--- config.mk ---
export PLATFORM = sky130hd
export DESIGN_NAME = gregorian_date_add_days_unit_flat
export DESIGN_NICKNAME = d
export VERILOG_FILES = /design/src/design/gdad_pkg.sv /design/src/design/gdad_if.sv /design/src/design/gregorian_date_add_days_unit.sv /design/src/design/gdad_alu.sv /design/src/flat_wrapper.sv
export VERILOG_INCLUDE_DIRS = /design/src /design/src/design
export SDC_FILE = /design/constraint.sdc
export NUM_CORES = 1
export LEC_CHECK = 0
export BUFFER_PORTS_ARGS = -buffer_cell sky130_fd_sc_hd__buf_4
export CORE_MARGIN = 2
export CORE_UTILIZATION = 31
export CTS_CLUSTER_SIZE = 28
export DETAILED_ROUTE_END_ITERATION = 10
export PLACE_DENSITY = 0.5
export SLEW_MARGIN = 20
export SYNTH_ARGS = -nofsm -noshare
export SYNTH_HDL_FRONTEND = slang
export SYNTH_SLANG_ARGS = --single-unit
export TNS_END_PERCENT = 50
--- constraint.sdc ---
create_clock -name i_clk -period 11.2 [get_ports i_clk]
set_input_delay 3.36 -clock i_clk [delete_from_list [all_inputs] [get_ports i_clk]]
set_output_delay 3.36 -clock i_clk [all_outputs]
set_load 0.005 [all_outputs]
--- src/design/gregorian_date_add_days_unit_defines.svh ---
// Assertion macros shared by the date adder RTL.
`ifndef GREGORIAN_DATE_ADD_DAYS_UNIT_DEFINES_SVH
`define GREGORIAN_DATE_ADD_DAYS_UNIT_DEFINES_SVH

// Same-cycle implication, sampled on the rising clock edge outside reset.
`define GDAD_ASSERT_NOW(lbl, ante, cons, msg) \
    lbl: assert property (@(posedge i_clk) disable iff (!i_rst_n) (ante) |-> (cons)) \
        else $error(msg);

// Next-cycle implication, sampled on the rising clock edge outside reset.
`define GDAD_ASSERT_NEXT(lbl, ante, cons, msg) \
    lbl: assert property (@(posedge i_clk) disable iff (!i_rst_n) (ante) |=> (cons)) \
        else $error(msg);

`endif

--- src/design/gdad_pkg.sv ---
// Package with widths, calendar constants, types and helpers of the date adder.
`default_nettype none

package gdad_pkg;

    localparam int unsigned DAY_W          = 5;
    localparam int unsigned MON_W          = 4;
    localparam int unsigned YEAR_W         = 14;
    localparam int unsigned YMOD_W         = 9;
    localparam int unsigned DAYS_WIDTH_DEF = 20;

    localparam int unsigned CYCLE_DAYS  = 146097;
    localparam int unsigned CYCLE_YEARS = 400;
    localparam int unsigned CENTURY     = 100;
    localparam int unsigned LEAP_FEB    = 29;

    // Largest shift of the cycle length in years that still fits a year value.
    localparam int unsigned MOD_SHIFT_MAX = 5;
    localparam int unsigned STEP_W        = 3;

    localparam logic [MON_W-1:0] MON_JAN = MON_W'(1);
    localparam logic [MON_W-1:0] MON_FEB = MON_W'(2);
    localparam logic [MON_W-1:0] MON_DEC = MON_W'(12);

    localparam logic [DAY_W-1:0] MONTH_LEN [12] = '{
        DAY_W'(31), DAY_W'(28), DAY_W'(31), DAY_W'(30), DAY_W'(31), DAY_W'(30),
        DAY_W'(31), DAY_W'(31), DAY_W'(30), DAY_W'(31), DAY_W'(30), DAY_W'(31)
    };

    typedef struct packed {
        logic borrow;
        logic zero;
    } t_alu_flags;

    // Leap rule applied to the year modulo 400.
    function automatic logic leap_of(input logic [YMOD_W-1:0] ymod);
        logic century;
        century = (ymod == YMOD_W'(CENTURY)) || (ymod == YMOD_W'(2 * CENTURY)) ||
                  (ymod == YMOD_W'(3 * CENTURY));
        leap_of = (ymod[1:0] == 2'b00) && !century;
    endfunction

    // Month length; codes outside January to December have length zero.
    function automatic logic [DAY_W-1:0] month_days(input logic [MON_W-1:0] m,
                                                     input logic leap);
        logic [MON_W-1:0] idx;
        idx = m - MON_W'(1);
        case (m) inside
            MON_FEB:           month_days = leap ? DAY_W'(LEAP_FEB) : MONTH_LEN[idx];
            [MON_JAN:MON_DEC]: month_days = MONTH_LEN[idx];
            default:           month_days = '0;
        endcase
    endfunction

endpackage

`default_nettype wire

--- src/design/gdad_if.sv ---
// Valid/ready channel interfaces carrying the start date and the end date.
`default_nettype none

interface gdad_in_if #(
    parameter int unsigned DAYS_WIDTH = gdad_pkg::DAYS_WIDTH_DEF
);
    logic                          valid;
    logic                          ready;
    logic [gdad_pkg::DAY_W-1:0]    start_day;
    logic [gdad_pkg::MON_W-1:0]    start_month;
    logic [gdad_pkg::YEAR_W-1:0]   start_year;
    logic [DAYS_WIDTH-1:0]         days_to_add;

    modport source (output valid, start_day, start_month, start_year, days_to_add,
                    input ready);
    modport sink   (input valid, start_day, start_month, start_year, days_to_add,
                    output ready);
endinterface

interface gdad_out_if;
    logic                          valid;
    logic                          ready;
    logic [gdad_pkg::DAY_W-1:0]    end_day;
    logic [gdad_pkg::MON_W-1:0]    end_month;
    logic [gdad_pkg::YEAR_W-1:0]   end_year;

    modport source (output valid, end_day, end_month, end_year, input ready);
    modport sink   (input valid, end_day, end_month, end_year, output ready);
endinterface

`default_nettype wire

--- src/design/gregorian_date_add_days_unit.sv ---
// Run time per transaction grows with the start month, the number of whole 400-year cycles
// skipped and the number of months walked, and with any wait for the output register.
// Throughput: one transaction at a time; the month walk through the shared adder sets the rate.
// The input is ready only while idle; the result waits in an output register, so a new
// transaction may start while the previous result has not yet been taken.
// Reset (synchronous, active low) returns the sequencer to idle and drops the result valid.
`default_nettype none

`include "gregorian_date_add_days_unit_defines.svh"

module gregorian_date_add_days_unit #(
    parameter int unsigned DAYS_WIDTH = gdad_pkg::DAYS_WIDTH_DEF
) (
    input  wire logic   i_clk,
    input  wire logic   i_rst_n,
    gdad_in_if.sink     i_in,
    gdad_out_if.source  o_out
);

    // The running total must hold the day count plus one year of ordinal days, and must
    // also be wide enough to compare against the length of a 400-year cycle.
    localparam int unsigned TW = (DAYS_WIDTH + 2 > 18) ? DAYS_WIDTH + 2 : 18;

    typedef enum logic [2:0] {
        S_IDLE,
        S_MOD,
        S_DAY,
        S_PRE,
        S_CYC,
        S_WALK
    } t_state;

    t_state                           r_state, n_state;
    logic [TW-1:0]                    r_total, n_total;
    logic [gdad_pkg::YEAR_W-1:0]      r_year, n_year;
    // Year modulo 400; during the reduction phase it holds the partial remainder.
    logic [gdad_pkg::YEAR_W-1:0]      r_yrem, n_yrem;
    logic [gdad_pkg::MON_W-1:0]       r_m, n_m;
    logic [gdad_pkg::MON_W-1:0]       r_mon, n_mon;
    logic [gdad_pkg::DAY_W-1:0]       r_day, n_day;
    logic [gdad_pkg::STEP_W-1:0]      r_step, n_step;
    logic                             r_out_valid, n_out_valid;
    logic [gdad_pkg::DAY_W-1:0]       r_end_day, n_end_day;
    logic [gdad_pkg::MON_W-1:0]       r_end_month, n_end_month;
    logic [gdad_pkg::YEAR_W-1:0]      r_end_year, n_end_year;

    logic [TW-1:0]                    alu_a, alu_b, alu_res;
    logic                             alu_sub;
    gdad_pkg::t_alu_flags             alu_flags;
    logic [gdad_pkg::DAY_W-1:0]       dim;
    logic                             out_free;

    // One adder does the wide arithmetic: the year remainder, the ordinal sum,
    // the cycle skip and the month walk.
    gdad_alu #(.W(TW)) u_alu (
        .i_a     (alu_a),
        .i_b     (alu_b),
        .i_sub   (alu_sub),
        .o_res   (alu_res),
        .o_flags (alu_flags)
    );

    assign dim = gdad_pkg::month_days(r_m, gdad_pkg::leap_of(r_yrem[gdad_pkg::YMOD_W-1:0]));

    assign out_free     = !r_out_valid || o_out.ready;
    assign i_in.ready   = (r_state == S_IDLE);
    assign o_out.valid  = r_out_valid;
    assign o_out.end_day   = r_end_day;
    assign o_out.end_month = r_end_month;
    assign o_out.end_year  = r_end_year;

    // Operand selection for the shared adder.
    always_comb begin
        alu_a   = r_total;
        alu_b   = '0;
        alu_sub = 1'b0;
        case (r_state)
            S_MOD: begin
                alu_a   = TW'(r_yrem);
                alu_b   = TW'(gdad_pkg::CYCLE_YEARS) << r_step;
                alu_sub = 1'b1;
            end
            S_DAY:  alu_b = TW'(r_day);
            S_PRE:  alu_b = TW'(dim);
            S_CYC: begin
                alu_b   = TW'(gdad_pkg::CYCLE_DAYS);
                alu_sub = 1'b1;
            end
            S_WALK: begin
                alu_b   = TW'(dim);
                alu_sub = 1'b1;
            end
            default: alu_b = '0;
        endcase
    end

    // Sequencer next-state logic.
    always_comb begin
        n_state     = r_state;
        n_total     = r_total;
        n_year      = r_year;
        n_yrem      = r_yrem;
        n_m         = r_m;
        n_mon       = r_mon;
        n_day       = r_day;
        n_step      = r_step;
        n_out_valid = r_out_valid;
        n_end_day   = r_end_day;
        n_end_month = r_end_month;
        n_end_year  = r_end_year;

        if (r_out_valid && o_out.ready) begin
            n_out_valid = 1'b0;
        end

        case (r_state)
            S_IDLE: begin
                if (i_in.valid) begin
                    n_total = TW'(i_in.days_to_add);
                    n_year  = i_in.start_year;
                    n_yrem  = i_in.start_year;
                    n_mon   = i_in.start_month;
                    n_day   = i_in.start_day;
                    n_m     = gdad_pkg::MON_JAN;
                    n_step  = gdad_pkg::STEP_W'(gdad_pkg::MOD_SHIFT_MAX);
                    n_state = S_MOD;
                end
            end
            S_MOD: begin
                // Restoring reduction of the year by shifted multiples of 400.
                if (!alu_flags.borrow) begin
                    n_yrem = alu_res[gdad_pkg::YEAR_W-1:0];
                end
                if (r_step == '0) begin
                    n_state = S_DAY;
                end else begin
                    n_step = r_step - gdad_pkg::STEP_W'(1);
                end
            end
            S_DAY: begin
                n_total = alu_res;
                n_state = S_PRE;
            end
            S_PRE: begin
                // Add the lengths of all months before the start month.
                if (r_m < r_mon) begin
                    n_total = alu_res;
                    n_m     = r_m + gdad_pkg::MON_W'(1);
                end else begin
                    n_m     = gdad_pkg::MON_JAN;
                    n_state = S_CYC;
                end
            end
            S_CYC: begin
                // Skip whole 400-year cycles while the total is strictly larger than one.
                if (!alu_flags.borrow && !alu_flags.zero) begin
                    n_total = alu_res;
                    n_year  = r_year + gdad_pkg::YEAR_W'(gdad_pkg::CYCLE_YEARS);
                end else begin
                    n_state = S_WALK;
                end
            end
            S_WALK: begin
                if (alu_flags.borrow || alu_flags.zero) begin
                    // The remainder fits in this month; finish once the output is free.
                    if (out_free) begin
                        n_out_valid = 1'b1;
                        n_end_day   = r_total[gdad_pkg::DAY_W-1:0];
                        n_end_month = r_m;
                        n_end_year  = r_year;
                        n_state     = S_IDLE;
                    end
                end else begin
                    n_total = alu_res;
                    if (r_m == gdad_pkg::MON_DEC) begin
                        n_m    = gdad_pkg::MON_JAN;
                        n_year = r_year + gdad_pkg::YEAR_W'(1);
                        if (r_yrem == gdad_pkg::YEAR_W'(gdad_pkg::CYCLE_YEARS - 1)) begin
                            n_yrem = '0;
                        end else begin
                            n_yrem = r_yrem + gdad_pkg::YEAR_W'(1);
                        end
                    end else begin
                        n_m = r_m + gdad_pkg::MON_W'(1);
                    end
                end
            end
            default: n_state = S_IDLE;
        endcase
    end

    always_ff @(posedge i_clk) begin
        if (!i_rst_n) begin
            r_state     <= S_IDLE;
            r_out_valid <= 1'b0;
        end else begin
            r_state     <= n_state;
            r_out_valid <= n_out_valid;
        end
        r_total     <= n_total;
        r_year      <= n_year;
        r_yrem      <= n_yrem;
        r_m         <= n_m;
        r_mon       <= n_mon;
        r_day       <= n_day;
        r_step      <= n_step;
        r_end_day   <= n_end_day;
        r_end_month <= n_end_month;
        r_end_year  <= n_end_year;
    end

    // An accepted transaction always starts the year reduction.
    `GDAD_ASSERT_NEXT(a_accept_starts_work, i_in.valid && i_in.ready, r_state == S_MOD, "accepted transaction did not start the sequencer")
    // The month walk only visits real months.
    `GDAD_ASSERT_NOW(a_walk_month_range, r_state == S_WALK, r_m >= gdad_pkg::MON_JAN && r_m <= gdad_pkg::MON_DEC, "month walk left January to December")
    // After reduction the year remainder stays below one 400-year cycle.
    `GDAD_ASSERT_NOW(a_yrem_reduced, r_state == S_CYC || r_state == S_WALK, r_yrem < gdad_pkg::YEAR_W'(gdad_pkg::CYCLE_YEARS), "year remainder not reduced")
    // A result appears only at the end of a month walk.
    `GDAD_ASSERT_NOW(a_result_from_walk, $rose(o_out.valid), $past(r_state) == S_WALK, "result valid without a finished walk")

endmodule

`default_nettype wire

--- src/design/gdad_alu.sv ---
// Shared add/subtract unit with borrow and zero flags.
`default_nettype none

module gdad_alu #(
    parameter int unsigned W = 22
) (
    input  wire logic [W-1:0]         i_a,
    input  wire logic [W-1:0]         i_b,
    input  wire logic                 i_sub,
    output logic [W-1:0]              o_res,
    output gdad_pkg::t_alu_flags      o_flags
);

    logic [W:0] sum;

    always_comb begin
        if (i_sub) begin
            sum = {1'b0, i_a} - {1'b0, i_b};
        end else begin
            sum = {1'b0, i_a} + {1'b0, i_b};
        end
    end

    assign o_res          = sum[W-1:0];
    assign o_flags.borrow = i_sub & sum[W];
    assign o_flags.zero   = (sum[W-1:0] == '0);

endmodule

`default_nettype wire

--- src/flat_wrapper.sv ---
// flat-port wrapper written by rule: the top's interface ports become plain ports
module gregorian_date_add_days_unit_flat 
#(
    parameter int unsigned DAYS_WIDTH = gdad_pkg::DAYS_WIDTH_DEF
)
  (i_clk, i_rst_n, i_in_valid, i_in_start_day, i_in_start_month, i_in_start_year, i_in_days_to_add, i_in_ready, o_out_valid, o_out_end_day, o_out_end_month, o_out_end_year, o_out_ready);
  gdad_in_if #(.DAYS_WIDTH(DAYS_WIDTH)) i_in_i ();
  gdad_out_if o_out_i ();
  input  wire logic i_clk;
  input  wire logic i_rst_n;
  input wire logic [$bits(i_in_i.valid)-1:0] i_in_valid;
  input wire logic [$bits(i_in_i.start_day)-1:0] i_in_start_day;
  input wire logic [$bits(i_in_i.start_month)-1:0] i_in_start_month;
  input wire logic [$bits(i_in_i.start_year)-1:0] i_in_start_year;
  input wire logic [$bits(i_in_i.days_to_add)-1:0] i_in_days_to_add;
  output wire logic [$bits(i_in_i.ready)-1:0] i_in_ready;
  output wire logic [$bits(o_out_i.valid)-1:0] o_out_valid;
  output wire logic [$bits(o_out_i.end_day)-1:0] o_out_end_day;
  output wire logic [$bits(o_out_i.end_month)-1:0] o_out_end_month;
  output wire logic [$bits(o_out_i.end_year)-1:0] o_out_end_year;
  input wire logic [$bits(o_out_i.ready)-1:0] o_out_ready;
  assign i_in_i.valid = i_in_valid;
  assign i_in_i.start_day = i_in_start_day;
  assign i_in_i.start_month = i_in_start_month;
  assign i_in_i.start_year = i_in_start_year;
  assign i_in_i.days_to_add = i_in_days_to_add;
  assign i_in_ready = i_in_i.ready;
  assign o_out_valid = o_out_i.valid;
  assign o_out_end_day = o_out_i.end_day;
  assign o_out_end_month = o_out_i.end_month;
  assign o_out_end_year = o_out_i.end_year;
  assign o_out_i.ready = o_out_ready;
  gregorian_date_add_days_unit #(.DAYS_WIDTH(DAYS_WIDTH)) u_core (.i_clk(i_clk), .i_rst_n(i_rst_n), .i_in(i_in_i), .o_out(o_out_i));
endmodule
## Word-level counts from Yosys, hierarchy flattened

Memories as Yosys holds them, arrays and structs flattened.
Index checks and enable logic that the tools add are counted.

| cells by class | value |
|---|---|
| reduce and logical (&&, ||, !) cells | 31 |
| bitwise gates (word level) | 2 |
| order comparisons | 4 |
| shifts and indexed selects | 1 |
| equal/unequal tests | 23 |
| add/subtract/negate cells | 8 |
| muxes and demuxes | 43 |

Operators by type and width:

| cell | number |
|---|---|
| two-way mux 14 bit | 8 |
| two-way mux 22 bit | 5 |
| one-hot mux 22 bit (5 select lines) | 1 |
| one-hot mux 22 bit (4 select lines) | 1 |
| one-hot mux 14 bit (3 select lines) | 2 |
| adder 14 x 1 -> 14 bit (second input constant) | 2 |
| two-way mux 5 bit | 5 |
| two-way mux 3 bit | 8 |
| adder 22 x 22 -> 23 bit | 1 |
| two-way mux 23 bit | 1 |
| subtractor 22 x 22 -> 23 bit | 1 |
| logical NOT 22 bit | 1 |
| << shifter 9 x 3 -> 22 bit (first input constant) | 1 |
| one-hot mux 3 bit (6 select lines) | 1 |
| two-way mux 4 bit | 4 |
| AND reduction 5 bit | 3 |
| adder 14 x 9 -> 14 bit (second input constant) | 1 |
| == test 14 x 9 -> 1 bit (second input constant) | 1 |
| != test 2 x 1 -> 1 bit (second input constant) | 6 |
| != test 2 bit (second input constant) | 6 |
| one-hot mux 4 bit (3 select lines) | 1 |
| == test 9 x 7 -> 1 bit (second input constant) | 1 |
| == test 9 x 8 -> 1 bit (second input constant) | 1 |
| == test 9 bit (second input constant) | 1 |
| 29 further kinds | 49 |

| word-level totals | value |
|---|---|
| flip-flop bits (word level) | 93 |
| memories | 1 |
| output and inout bits | 25 |
| bits in read-only memories | 80 |
| input port bits | 47 |

Memories:

| memory | depth | width | rd ports | clocked after memory_dff | write ports | line | RTL |
|---|---|---|---|---|---|---|---|
| (name not given) | 16 | 5 | 1 | 0 | 0 | gdad_pkg.sv:49 | `MON_FEB: month_days = leap ? DAY_W'(LEAP_FEB) : MONTH_LEN[idx];` |

## Longest topological paths before layout

| logic depth | value |
|---|---|
| depth after elaboration | 15 |
| depth in mapped cells | 25 |
| depth with buffers taken out | 23 |

## Hierarchy

A second synthesis with hierarchy kept.

| unflattened totals | value |
|---|---|
| cell total of the unflattened synthesis | 752 |
| area total of the unflattened synthesis | 7000.5 µm² |

Modules (own cells, without submodules):

| module | times used | area each (µm²) | cells each |
|---|---|---|---|
| gregorian_date_add_days_unit | 1 | 5391.4 | 522 |
| gdad_alu | 1 | 1609.0 | 230 |

## Worst setup path before layout

Ideal clock, no wire load.

| path | value |
|---|---|
| kind | reg2reg |
| start point | register u_core.r_m[0] (netlist bit) |
| end point | register u_core.r_total[0] (enable) |
| setup slack | 5104 ps |
| clock period less this slack | 6096 ps |
| library setup time | 409 ps |
| buffers on the path | 0 |
| cell stages (with the launch flop) | 23 |
| arrival time | 5687 ps |
| path through | edfxtp_1 > inv_1 > ha_1 > inv_1 > mux2_2 > a211oi_1 > o21ai_0 > a32oi_1 > inv_1 > ha_1 > o21ai_0 > or2_1 > nor2b_1 > a311oi_1 > ha_1 > nand4_1 > nor3_1 > o211ai_1 > nand3_1 > a31oi_1 > o21ai_0 > nand3_1 > o22ai_1 |

| between the ends | value |
|---|---|
| longest elaborated chain between the ends | 15 |

Ends and longest elaborated chain:

| item | line | RTL |
|---|---|---|
| start: declaration | gregorian_date_add_days_unit.sv:38 | `logic [gdad_pkg::MON_W-1:0] r_m, n_m;` |
| start signal: assignment | gregorian_date_add_days_unit.sv:203 | `r_m <= n_m;` |
| subtractor 4 x 1 -> 4 bit | gdad_pkg.sv:47 | `idx = m - MON_W'(1);` |
| inverter 4 -> 5 bit (not written as such) | gdad_pkg.sv:49, gdad_pkg.sv:50 |  |
| memory read (16 x 5 bit) | n/a |  |
| two-way mux 5 bit (not written as such) (2 in a row) | gdad_pkg.sv:50 | `[MON_JAN:MON_DEC]: month_days = MONTH_LEN[idx];` |
| two-way mux 5 bit (on tied branches) | gdad_pkg.sv:48, gdad_pkg.sv:49 |  |
| two-way mux 5 bit | gdad_pkg.sv:48 | `case (m) inside` |
| one-hot mux 22 bit (4 select lines) | gregorian_date_add_days_unit.sv:77 | `case (r_state)` |
| adder 22 x 22 -> 23 bit or subtractor 22 x 22 -> 23 bit (tied branches) | gdad_alu.sv:20, gdad_alu.sv:18 |  |
| two-way mux 23 bit | gdad_alu.sv:17 | `if (i_sub) begin` |
| logical NOT 22 bit or bitwise AND 1 bit (tied branches) | gdad_alu.sv:26, gdad_alu.sv:25 |  |
| logical NOT 1 bit (on tied branches) | n/a |  |
| logical AND 1 bit | gregorian_date_add_days_unit.sv:156 | `if (!alu_flags.borrow && !alu_flags.zero) begin` |
| != test 2 x 1 -> 1 bit (no source line) | n/a |  |
| AND reduction 5 bit (no source line) * | n/a |  |
| end signal: assignment | gregorian_date_add_days_unit.sv:200 | `r_total <= n_total;` |
| end: declaration | gregorian_date_add_days_unit.sv:34 | `logic [TW-1:0] r_total, n_total;` |

Mark *: on every way between the ends. The rest lies on a longest branch, timed or not. The select of a mux whose other input is x is not followed.
A chain may end at the register's enable or synchronous reset.

## Worst setup path after layout

| path | value |
|---|---|
| start point | register u_core.r_state[1] |
| end point | register u_core.r_year[2] (netlist bit) (enable) |

| between the ends | value |
|---|---|
| longest elaborated chain between the ends | 10 |

Ends and longest elaborated chain:

| item | line | RTL |
|---|---|---|
| start: declaration | gregorian_date_add_days_unit.sv:33 | `t_state r_state, n_state;` |
| start signal: assignment | gregorian_date_add_days_unit.sv:197 | `r_state <= n_state;` |
| == test 3 x 2 -> 1 bit or == test 3 bit (tied branches) | gregorian_date_add_days_unit.sv:77, gregorian_date_add_days_unit.sv:116 |  |
| OR reduction 2 bit (no source line) | n/a |  |
| one-hot mux 22 bit (4 select lines) | gregorian_date_add_days_unit.sv:77 |  |
| adder 22 x 22 -> 23 bit or subtractor 22 x 22 -> 23 bit (tied branches) | gdad_alu.sv:20, gdad_alu.sv:18 |  |
| two-way mux 23 bit | gdad_alu.sv:17 |  |
| logical NOT 22 bit or bitwise AND 1 bit (tied branches) | gdad_alu.sv:26, gdad_alu.sv:25 |  |
| logical NOT 1 bit (on tied branches) | n/a |  |
| logical AND 1 bit | gregorian_date_add_days_unit.sv:156 |  |
| != test 2 x 1 -> 1 bit (no source line) | n/a |  |
| AND reduction 5 bit (no source line) * | n/a |  |
| end signal: assignment | gregorian_date_add_days_unit.sv:201 | `r_year <= n_year;` |
| end: declaration | gregorian_date_add_days_unit.sv:35 | `logic [gdad_pkg::YEAR_W-1:0] r_year, n_year;` |

Mark *: on every way between the ends. The rest lies on a longest branch, timed or not.

==> flow_summary.toml <==
[clock_network]
cts_root_buffer = "clkbuf_16"
insertion_delay_ns = 0.36
cts_tree = "done"
clk_transition_reported_paths_ns = 0.07
postCtsSetupBuffers = 0
cts_buffers = 9
htree_levels = 3
clockBufferDepth = 2
cts_sinks = 93
postCtsHoldBufs = 0
cts_resized = 0

[finish]
register_area_mm2 = 0.00275
final_nets = 920
antennaDiodeCount = 0
fill_cells = 2273
multi_input_area_mm2 = 0.00393
syn2layout_area_growth_pct = 15.5
final_layout_size_suffix_gt1_frac = 0.147

[outcome]
status = "complete, no violations"

[critical_path]
path_cells = "nand2b_1 > nand2_1 > and3_4 > a32oi_1 > ha_1 > o21ai_0 > or2_1 > nor2b_1 > a311oi_1 > ha_1 > nand4_1 > nor3_1 > o211ai_1 > nand3_1 > a31oi_1 > o21ai_0 > nand3_1 > o31ai_1"
r2r_cells = 18
crit_required_ns = 11.19
r2r_start = "u_core.r_state[1]"
slowest_delay_ns = 0.86
reg2reg_slack_ns = 3.89
crit_path_end_kind = "register"
critPathLaunchType = "register"
worstPathArrival_ns = 7.30
crit_start = "u_core.r_state[1]"
r2r_end = "u_core.r_year[2]"
critPathKind = "reg -> reg"
cp_max_fo = 23
cp_slowest_cell = "dfxtp_1"

[routing]
drc_errors = 0
avgRoutedWirePerCell_um = 18.5
drt_wl_total_mm = 20.7
drtIter0Drc = 395
firstDrtPassIters = 5
via_per_inst = 5.40
ant_nets = 0
vias = 6033

[timing]
fmax_ghz = 0.137
fin_skew_ns = 0.0131
tns_ns = 0
tightestPinTransition_ns = 0.913
hold_violations = 0
layout_worst_path_cycle_share = 0.653
slew_violations = 0
rsz0062_at_grt = "no"
setup_viol = 0
period_needed_ns = 7.31
max_slew_margin = 0.389

[flow_run]
drv_cap = 0

[synthesis]
ys_seq_elements = 93
syn_inst = 785
syn-num-nets = 873
synth_flop_cell = "edfxtp_1"
yosysSeqAreaShare = 0.396
syn_area_per_cell_um2 = 8.87
synth_cell_type_count = 79
synthArstFlopShare = 0
syn_area_mm2 = 0.00696
yosys_warnings = 0
synth_edf_count = 89

[floorplanning]
core_mm2 = 0.0220
row_count = 54
dieHeight_um = 154
start_util = 0.317
dieArea_mm2 = 0.0237
die_x_um = 154
ios = 72

[place]
hpwl_mm = 15.8
port_buffers = 71
gp_congestion = 0.859

[global_routing]
use_met1 = 0.235
grt_start_max_net_pins = 43
grtUsageTotal = 0.176
grt_overflow = 0
antenna_found_initial = 0
grt_busiest_layer = "met2"
met3_usage = 0.0265
grt_pass1_wl_mm = 32.2
grt_pass1_vias = 5684
grtUsageMet2 = 0.298

[hold_path]
hold_start = "u_core.r_total[4]"
hold_depth = 0
whs_endpoint = "u_core.o_out.end_day[4]"
hold_class = "reg -> reg"
## state kept, by name, summed over array words and instances, names as in the netlist, 4 cells and up
name                    flops
u_core.r_m                  4
u_core.r_total             22
u_core.o_out.end_month      4
u_core.r_yrem              14
u_core.r_year              14
u_core.o_out.end_year      14
u_core.r_day                5
u_core.r_mon                4
u_core.o_out.end_day        5
## layout by cell type (no fill, tap or decap), types with 11 or more instances in the layout
cell      count
edfxtp_1     89
and2_1       13
inv_1        28
nor3_1       13
nand3_1      28
ha_1         40
buf_4        78
xnor2_1      22
xor2_1       13
o21ai_0      66
nor2_1       52
a21o_1       13
nand2b_1     15
nand2_1     121
a21oi_1      56
nor2b_1      11
## layout make-up
class / instances / area share
clock buffer: 10 / 0.0297
clock inverter: 6 / 0.00919
inverter: 28 / 0.0131
multi-input combinational: 622 / 0.489
sequential: 93 / 0.343
tap: 280 / 0.0436
timing repair buffer: 78 / 0.0729
## cells in the mapped netlist, types with 11 or more instances
| cell | n | share of area |
|---|---|---|
| ha_1 | 40 | 0.072 |
| nand2b_1 | 15 | 0.013 |
| xnor2_1 | 22 | 0.028 |
| a21oi_1 | 57 | 0.041 |
| nor2_1 | 53 | 0.029 |
| nand2_1 | 121 | 0.065 |
| xor2_1 | 13 | 0.016 |
| edfxtp_1 | 89 | 0.38 |
| clkbuf_1 | 31 | 0.017 |
| nand3_1 | 28 | 0.020 |
| o21ai_0 | 66 | 0.047 |
| nor3_1 | 13 | 0.0093 |
| nor2b_1 | 11 | 0.0099 |
| and2_1 | 14 | 0.013 |
| a21o_1 | 13 | 0.014 |
| inv_1 | 28 | 0.015 |
## critical path: cells and delay by family, from the launching register on
kind	cells	cell delay [ns]
simple gates	9	3.07
compound gates	7	2.49
flops	1	0.86
fa+ha+maj	2	0.50
## routing by layer
layer  vias up  wire [um]
met2       153      10000
met4         0        303
met5         -          0
met1      2858       9680
li1       3000          -
met3        22        704
## metrics by stage
step	instance area (um^2)	hold slack, ns	utilization	setup WS (ns)	cells
after CTS	8040	0.450	0.366	3.62	1117
after detailed placement	7720	0.434	0.352	3.62	1101
after global routing	8040	0.462	0.366	3.22	1117
after floorplan	6960	0.424	-	5.10	785
final	8040	0.448	0.366	3.89	1117
after global placement	7720	0.438	0.352	3.61	1101
## how the worst max path moves through the flow
stage	to	slack, ns	cells after the start
final	u_core.r_year[2]	3.89	18
after global routing	u_core.r_year[2]	3.22	18
after CTS	u_core.o_out.end_day[4]	3.62	18
after detailed placement	u_core.o_out.end_day[4]	3.62	18
after global placement	u_core.o_out.end_day[4]	3.61	18
after floorplan	u_core.r_total[0]	5.10	22
## cells by family after synthesis
family,share of synthesized area
AO/OA/AOI/OAI,0.223
XOR/XNOR,0.0440
adder cells (fa/ha/maj),0.0748
buffers and inverters,0.0417
flip-flops,0.396
multiplexers,0.00917
AND/OR/NAND/NOR,0.212
Power is left out: the tool's default activity adds up to more than one toggle a clock period on the data nets, which glitch-free logic cannot reach.
